**src/hw/rtl/bcma_pkg.sv**
```systemverilog
`default_nettype none

package bcma_pkg;

  localparam int WINDOW     = 30;
  localparam int COORD_BITS = 14;
  localparam int LANES      = 4;

  localparam int IN_W     = 10;
  localparam int FACTOR_W = 4;
  localparam int OUT_W    = 14;
  localparam int SCALE_W  = IN_W + FACTOR_W;

  localparam logic [FACTOR_W-1:0] FACTOR_RESET = FACTOR_W'(7);

  localparam int COORD_MAX = (1 << COORD_BITS) - 1;
  localparam int SUM_W     = COORD_BITS + $clog2(WINDOW);
  localparam int FILL_W    = $clog2(WINDOW + 1);

  // floor(x / WINDOW) = (x * RECIP_M) >> DIV_SHIFT, exact for x below 2^SUM_W
  localparam int    DIV_SHIFT = SUM_W + $clog2(WINDOW);
  localparam int    MUL_W     = SUM_W + 1;
  localparam int    PROD_W    = SUM_W + MUL_W;
  localparam longint RECIP_L  = ((longint'(1) << DIV_SHIFT) + WINDOW - 1) / WINDOW;
  localparam logic [MUL_W-1:0] RECIP_M = MUL_W'(RECIP_L);

  // lane order inside a box
  localparam int LANE_LEFT   = 0;
  localparam int LANE_TOP    = 1;
  localparam int LANE_RIGHT  = 2;
  localparam int LANE_BOTTOM = 3;

  typedef logic [COORD_BITS-1:0] coord_t;
  typedef coord_t [LANES-1:0]    box_t;
  typedef logic [SUM_W-1:0]      sum_t;
  typedef sum_t [LANES-1:0]      sums_t;
  typedef logic [PROD_W-1:0]     prod_t;

  typedef struct packed {
    logic  full;
    sums_t sums;
  } win_stat_t;

  function automatic coord_t scale_coord(logic [IN_W-1:0] v, logic [FACTOR_W-1:0] f);
    logic [SCALE_W-1:0] p;
    p = v * f;
    if (int'(p) > COORD_MAX) begin
      return COORD_BITS'(COORD_MAX);
    end
    return COORD_BITS'(p);
  endfunction

endpackage

`default_nettype wire

```
**src/hw/rtl/bcma_cell.sv**
```systemverilog
`default_nettype none

module bcma_cell import bcma_pkg::*; (
  input  wire  clk_i,
  input  wire  en_i,
  input  box_t box_i,
  output box_t box_o
);

  box_t box_q;

  // one stored box, shifts to the neighbor on each push
  always_ff @(posedge clk_i) begin
    if (en_i) begin
      box_q <= box_i;
    end
  end

  assign box_o = box_q;

endmodule

`default_nettype wire

```
**src/hw/rtl/bcma_window.sv**
```systemverilog
`default_nettype none

module bcma_window import bcma_pkg::*; (
  input  wire       clk_i,
  input  wire       rst_ni,
  input  wire       push_i,
  input  box_t      fresh_i,
  output win_stat_t stat_o
);

  box_t chain [WINDOW];

  logic [FILL_W-1:0] fill_q, fill_d;
  sums_t             sums_q, sums_d;
  logic              full;

  for (genvar i = 0; i < WINDOW; i++) begin : g_cell
    if (i == 0) begin : g_head
      bcma_cell u_cell (
        .clk_i (clk_i),
        .en_i  (push_i),
        .box_i (fresh_i),
        .box_o (chain[i])
      );
    end else begin : g_link
      bcma_cell u_cell (
        .clk_i (clk_i),
        .en_i  (push_i),
        .box_i (chain[i-1]),
        .box_o (chain[i])
      );
    end
  end

  assign full = (fill_q == FILL_W'(WINDOW));

  always_comb begin
    fill_d = fill_q;
    sums_d = sums_q;
    if (push_i) begin
      for (int k = 0; k < LANES; k++) begin
        if (full) begin
          // last cell holds the oldest box once the window is full
          sums_d[k] = sums_q[k] - SUM_W'(chain[WINDOW-1][k]) + SUM_W'(fresh_i[k]);
        end else begin
          sums_d[k] = sums_q[k] + SUM_W'(fresh_i[k]);
        end
      end
      if (!full) begin
        fill_d = fill_q + FILL_W'(1);
      end
    end
  end

  always_ff @(posedge clk_i or negedge rst_ni) begin
    if (!rst_ni) begin
      fill_q <= '0;
      sums_q <= '0;
    end else begin
      fill_q <= fill_d;
      sums_q <= sums_d;
    end
  end

  assign stat_o.full = full;
  assign stat_o.sums = sums_q;

endmodule

`default_nettype wire

```
**src/hw/rtl/box_coordinate_moving_average_top.sv**
```systemverilog
// channel   direction  handshake                    payload
// in        sink       in_valid_i / in_ready_o      top_left_x_i .. bottom_right_y_i
// out       source     out_valid_o / out_ready_i    average_valid_o, avg_*_o
// cfg       sink       cfg_valid_i / cfg_ready_o    cfg_data_i (upscale factor)
//
// one box per cycle sustained while out_ready_i is high; each beat passes every stage register
// stages: upscale, window update and sum snapshot, reciprocal multiply
// reset clears the fill count, running sums, pipeline valids; factor returns to 7
// a stalled output holds each stage that is full; empty stages still take beats
// cfg_ready_o is always high, the factor takes effect on the next accepted beat
`default_nettype none

module box_coordinate_moving_average_top import bcma_pkg::*; (
  input  wire                 clk_i,
  input  wire                 rst_ni,

  input  wire                 cfg_valid_i,
  output logic                cfg_ready_o,
  input  wire  [FACTOR_W-1:0] cfg_data_i,

  input  wire                 in_valid_i,
  output logic                in_ready_o,
  input  wire  [IN_W-1:0]     top_left_x_i,
  input  wire  [IN_W-1:0]     top_left_y_i,
  input  wire  [IN_W-1:0]     bottom_right_x_i,
  input  wire  [IN_W-1:0]     bottom_right_y_i,

  output logic                out_valid_o,
  input  wire                 out_ready_i,
  output logic                average_valid_o,
  output logic [OUT_W-1:0]    avg_left_x_o,
  output logic [OUT_W-1:0]    avg_top_y_o,
  output logic [OUT_W-1:0]    avg_right_x_o,
  output logic [OUT_W-1:0]    avg_bottom_y_o
);

  // upscale factor register
  logic [FACTOR_W-1:0] factor_q;

  // stage 1: upscaled box
  logic v1_q;
  box_t fresh_q, fresh_d;

  // stage 2: sums before this beat's update, zero while filling
  logic  v2_q, full2_q;
  sums_t snap_q, snap_d;

  // stage 3: sums times reciprocal, the output register
  logic  v3_q, full3_q;
  prod_t prod_q [LANES];

  logic ready1, ready2, ready3;
  logic push;

  win_stat_t stat;

  assign cfg_ready_o = 1'b1;

  always_ff @(posedge clk_i or negedge rst_ni) begin
    if (!rst_ni) begin
      factor_q <= FACTOR_RESET;
    end else if (cfg_valid_i) begin
      factor_q <= cfg_data_i;
    end
  end

  // each stage moves when it is empty or the next one moves
  assign ready3     = !v3_q || out_ready_i;
  assign ready2     = !v2_q || ready3;
  assign ready1     = !v1_q || ready2;
  assign in_ready_o = ready1;
  assign push       = v1_q && ready2;

  // multiply by the factor and clip at the coordinate range top
  always_comb begin
    fresh_d              = '0;
    fresh_d[LANE_LEFT]   = scale_coord(top_left_x_i, factor_q);
    fresh_d[LANE_TOP]    = scale_coord(top_left_y_i, factor_q);
    fresh_d[LANE_RIGHT]  = scale_coord(bottom_right_x_i, factor_q);
    fresh_d[LANE_BOTTOM] = scale_coord(bottom_right_y_i, factor_q);
  end

  // delay line of cells plus running sums and fill count
  bcma_window u_window (
    .clk_i   (clk_i),
    .rst_ni  (rst_ni),
    .push_i  (push),
    .fresh_i (fresh_q),
    .stat_o  (stat)
  );

  // a filling window yields an empty box, so the sums are masked to zero
  assign snap_d = stat.full ? stat.sums : '0;

  always_ff @(posedge clk_i or negedge rst_ni) begin
    if (!rst_ni) begin
      v1_q    <= 1'b0;
      v2_q    <= 1'b0;
      v3_q    <= 1'b0;
      full2_q <= 1'b0;
      full3_q <= 1'b0;
    end else begin
      if (ready1) begin
        v1_q <= in_valid_i;
      end
      if (ready2) begin
        v2_q <= v1_q;
        if (v1_q) begin
          full2_q <= stat.full;
        end
      end
      if (ready3) begin
        v3_q <= v2_q;
        if (v2_q) begin
          full3_q <= full2_q;
        end
      end
    end
  end

  // payload registers, no reset
  always_ff @(posedge clk_i) begin
    if (ready1 && in_valid_i) begin
      fresh_q <= fresh_d;
    end
    if (push) begin
      snap_q <= snap_d;
    end
    if (ready3 && v2_q) begin
      for (int k = 0; k < LANES; k++) begin
        // floor division by the window length through an exact reciprocal
        prod_q[k] <= snap_q[k] * RECIP_M;
      end
    end
  end

  assign out_valid_o     = v3_q;
  assign average_valid_o = full3_q;
  assign avg_left_x_o    = OUT_W'(prod_q[LANE_LEFT][DIV_SHIFT +: COORD_BITS]);
  assign avg_top_y_o     = OUT_W'(prod_q[LANE_TOP][DIV_SHIFT +: COORD_BITS]);
  assign avg_right_x_o   = OUT_W'(prod_q[LANE_RIGHT][DIV_SHIFT +: COORD_BITS]);
  assign avg_bottom_y_o  = OUT_W'(prod_q[LANE_BOTTOM][DIV_SHIFT +: COORD_BITS]);

endmodule

`default_nettype wire

```
**config.mk**
```make
export PLATFORM = sky130hd
export DESIGN_NAME = box_coordinate_moving_average_top
export DESIGN_NICKNAME = d
export VERILOG_FILES = /design/src/hw/rtl/bcma_pkg.sv /design/src/hw/rtl/bcma_cell.sv /design/src/hw/rtl/bcma_window.sv /design/src/hw/rtl/box_coordinate_moving_average_top.sv
export SDC_FILE = /design/constraint.sdc
export NUM_CORES = 2
export LEC_CHECK = 0
export BUFFER_PORTS_ARGS = -buffer_cell sky130_fd_sc_hd__buf_2
export CAP_MARGIN = 10
export CORE_ASPECT_RATIO = 1.2
export CORE_MARGIN = 2
export CORE_UTILIZATION = 65
export CTS_BUF_LIST = sky130_fd_sc_hd__clkbuf_16
export DETAILED_ROUTE_END_ITERATION = 10
export GPL_TIMING_DRIVEN = 0
export PLACE_DENSITY_LB_ADDON = 0.1
export SLEW_MARGIN = 0
export SYNTH_ARGS = -nofsm -noshare
export SYNTH_HDL_FRONTEND = slang
export SYNTH_HIERARCHICAL = 1
export SYNTH_SLANG_ARGS = --single-unit
```
**constraint.sdc**
```tcl
create_clock -name clk_i -period 75.7 [get_ports clk_i]
set_input_delay 11.355 -clock clk_i [delete_from_list [all_inputs] [get_ports clk_i]]
set_output_delay 11.355 -clock clk_i [all_outputs]
set_load 0.01 [all_outputs]
```
==> results.cfg <==
[finish]
fin_nets = 6556
seq_area_um2 = 58300
area_growth_pct = 10.9
fill_cells = 7998
drive_gt1_share_pct = 7.42
multi_input_area_um2 = 23900
final_area_um2 = 94200

[min_path]
hp-class = reg2reg

[placement]
place_area_um2 = 88400
dp_hpwl_mm = 104
dp_slack_ns = 52.37
gp_congestion = 0.914
portBuffers = 107

[clock_network]
cts_hold_buf = 0
cts.sinks = 1958
h-tree-depth = 4
cts_buffers = 176
clock_path_buffers = 3
post-cts-setup-buffers = 0
root_buffer = clkbuf_16
cts_resized = 0
clk_latency_ns = 0.83
cts_tree = yes
clk_pin_slew_worst_paths_ns = 0.06

[routing]
routed_wirelength_mm = 164
drt-vias-per-instance = 5.76
ant_nets = 0
drt_first_pass_iters = 6
drtIter0Drc = 3998
num_vias = 42800
drc = 0
avgRoutedWirePerCell_um = 22.1

[synth]
async_flop_share_pct = 4.60
synth_edf_count = 1868
yosys.area_share.simple_pct = 4.74
synthTopCellsByArea = edfxtp_1, ha_1, fa_1
netlist_area_um2 = 84900
avgSynthCellArea_um2 = 16.1
synth_top_flop_cell = edfxtp_1
seq_area_frac_synth_pct = 68.7
synth_most_common_cell = edfxtp_1
synthAdderAreaFrac_pct = 15.9
synth_top_area_cell = edfxtp_1
synth.top_cell.area_share_pct = 66.0
yosys_register_bits = 1958
synth_nets = 6242
synth_top_family_by_area = adder cells
synth-compound-area-share_pct = 5.44
synth_mux_area_share_pct = 0.130
synth_cell_types = 83
synth_common_cells = edfxtp_1, inv_1, ha_1, fa_1, nand2_1
ys.warnings.count = 6
synth-xor-area-share_pct = 1.98
syn_inst = 5283

[timing]
fin_skew_ns = 0.0819
timing.fmax_mhz = 42.8
hold_viol_final = 0
fin_crit_sh_pct = 30.9
slew_viol_final = 0
setup_viol = 0
rsz0062_at_grt = no
period_needed_ns = 23.35
max-slew-margin-rel_pct = 23.1
tightest_slew_ns = 1.12
fin_ws_ns = 52.35

[worst_setup_path]
crit_top_cell = buf_2
max_stage_delay_ns = 0.20
cp.arrival_ns = 12.00
critPathKind = in2out
cp.required_ns = 64.35
crit_family = simple AND/OR/NAND/NOR gates
start_kind = input pin
critPathBufInv = 2
worstSetupEndpointType = output pin
path_cells = buf_2 > nor2b_1 > nand3_1 > buf_2
critPathSlowestCell = buf_2
worstPathMaxFanout = 3

[die]
die-area_um2 = 134000
row_count = 145
die_h_um = 400
initial_utilization_pct = 65.4
core_region_area_um2 = 130000
die_w_um = 334
ios = 109

[grt]
grt_usage_pct = 25.2
grt_overflow = 0
grt_start_max_net_pins = 81
grt_pass1_wl_mm = 254
grt_antenna_before_repair = 20
grt_pass1_vias = 43800

[pwr]
peakVddDrop_mv = 0.0265
power.density_nw_per_um2 = 39.1
p_total_w = 0.00368
power_leakage_nw = 37.9

[flow_run]
max-cap-violations = 0

[status]
status = complete, no violations
-- per-layer routing --
metal / GRT usage, % / up-vias / part of all wire, %
li1: - / 19900 / -
met1: 34.0 / 21400 / 42
met2: 42.1 / 1274 / 49
met3: 5.27 / 286 / 6.2
met4: 7.46 / 0 / 2.8
met5: 0 / - / 0
-- placed cells by master, fill, tap and decap left out, drive strengths merged, types with 9 or more instances in the layout --
cell	Yosys	final
a211oi	38	38
a21o	96	96
a21oi	188	188
a31oi	40	40
and2	161	161
and3	22	22
buf	6	142
bufinv	0	13
clkbuf	54	230
clkinv	1	95
clkinvlp	0	11
dfrtp	87	87
edfxtp	1868	1868
fa	280	280
ha	630	630
inv	643	673
nand2	227	227
nand2b	17	17
nand3	65	65
nand4	33	33
nor2	145	145
nor2b	14	14
nor3	48	48
nor4	10	10
o2111ai	9	9
o211ai	34	34
o21a	30	30
o21ai	125	125
o21bai	27	27
o221ai	10	10
o31ai	17	17
or2	12	12
or3	22	22
xnor2	126	126
xor2	66	66
-- registers in the layout (all words and copies together), names as in the netlist --
register	count
v2_q	1
prod_q	56
full2_q	1
u_window/stat_o	76
u_window/g_cell.g_link.u_cell/box_o	1624
fresh_q	56
out_valid_o	1
average_valid_o	1
snap_q	76
v1_q	1
u_window/g_cell.g_head.u_cell/box_o	56
u_window/fill_q	5
factor_q	4
-- path summary, 6_finish.rpt --
check	start	to	slack [ns]	cells past startpoint
max	out_ready_i	in_ready_o	52.35	4
min	u_window/g_cell[17].g_link.u_cell/box_o[8]$_DFFE_PP_	u_window/g_cell[18].g_link.u_cell/box_o[8]$_DFFE_PP_	0.38	0
max reg2reg	snap_q[34]$_SDFFCE_PN0P_	prod_q[1][37]$_DFFE_PP_	70.05	16
min reg2reg	u_window/g_cell[17].g_link.u_cell/box_o[8]$_DFFE_PP_	u_window/g_cell[18].g_link.u_cell/box_o[8]$_DFFE_PP_	0.38	0
max in group asynchronous	rst_ni	u_window/stat_o[54]$_DFFE_PN0P_	64.51	2
min in group asynchronous	rst_ni	u_window/stat_o[1]$_DFFE_PN0P_	10.43	1
-- metrics by stage --
stage | TNS, ns | hold slack [ns] | util (%) | instances
finish | 0 | 0.379 | 72.5 | 7438
global route | 0 | 0.401 | 72.5 | 7433
CTS | 0 | 0.372 | 72.5 | 7433
detailed placement | 0 | 0.405 | 68.0 | 7109
global placement | -114.01 | 0.400 | 67.4 | 7080
floorplan | 0 | 0.400 | - | 5283
-- cells by family after synthesis --
logic type | count (synthesis)
AO/OA/AOI/OAI | 704
AND/OR/NAND/NOR | 804
buffers and inverters | 704
XOR/XNOR | 192
other | 1
adder cells (fa/ha/maj) | 910
flip-flops | 1958
multiplexers | 10
-- worst reg2reg max path: stages (launching register included) --
cell,delay [ns]
edfxtp_1,0.49
ha_1,0.35
fa_1,0.48
inv_1,0.05
fa_1,0.49
inv_1,0.06
fa_1,0.53
fa_1,0.43
ha_1,0.37
nand2_1,0.10
a21oi_1,0.12
nor3_1,0.06
a2111oi_0,0.98
nor4_1,0.23
o31ai_1,0.31
o2111ai_1,0.18
xnor2_1,0.18
-- cell type report --
cell class / instances / area share, %
antenna: 5 / 0.0133
buffer: 60 / 0.247
clock buffer: 176 / 4.68
clock inverter: 148 / 1.48
inverter: 644 / 2.57
multi-input combinational: 2621 / 25.4
sequential: 1958 / 62.0
tap: 1690 / 2.25
timing repair buffer: 136 / 1.39
-- report_power, final --
part           total, W  internal [W]  switching [W]
Combinational   0.00129      0.000537       0.000752
Sequential      0.00151       0.00140       0.000110
Clock          0.000886      0.000476       0.000410
(Power assumes the default switching activity.)
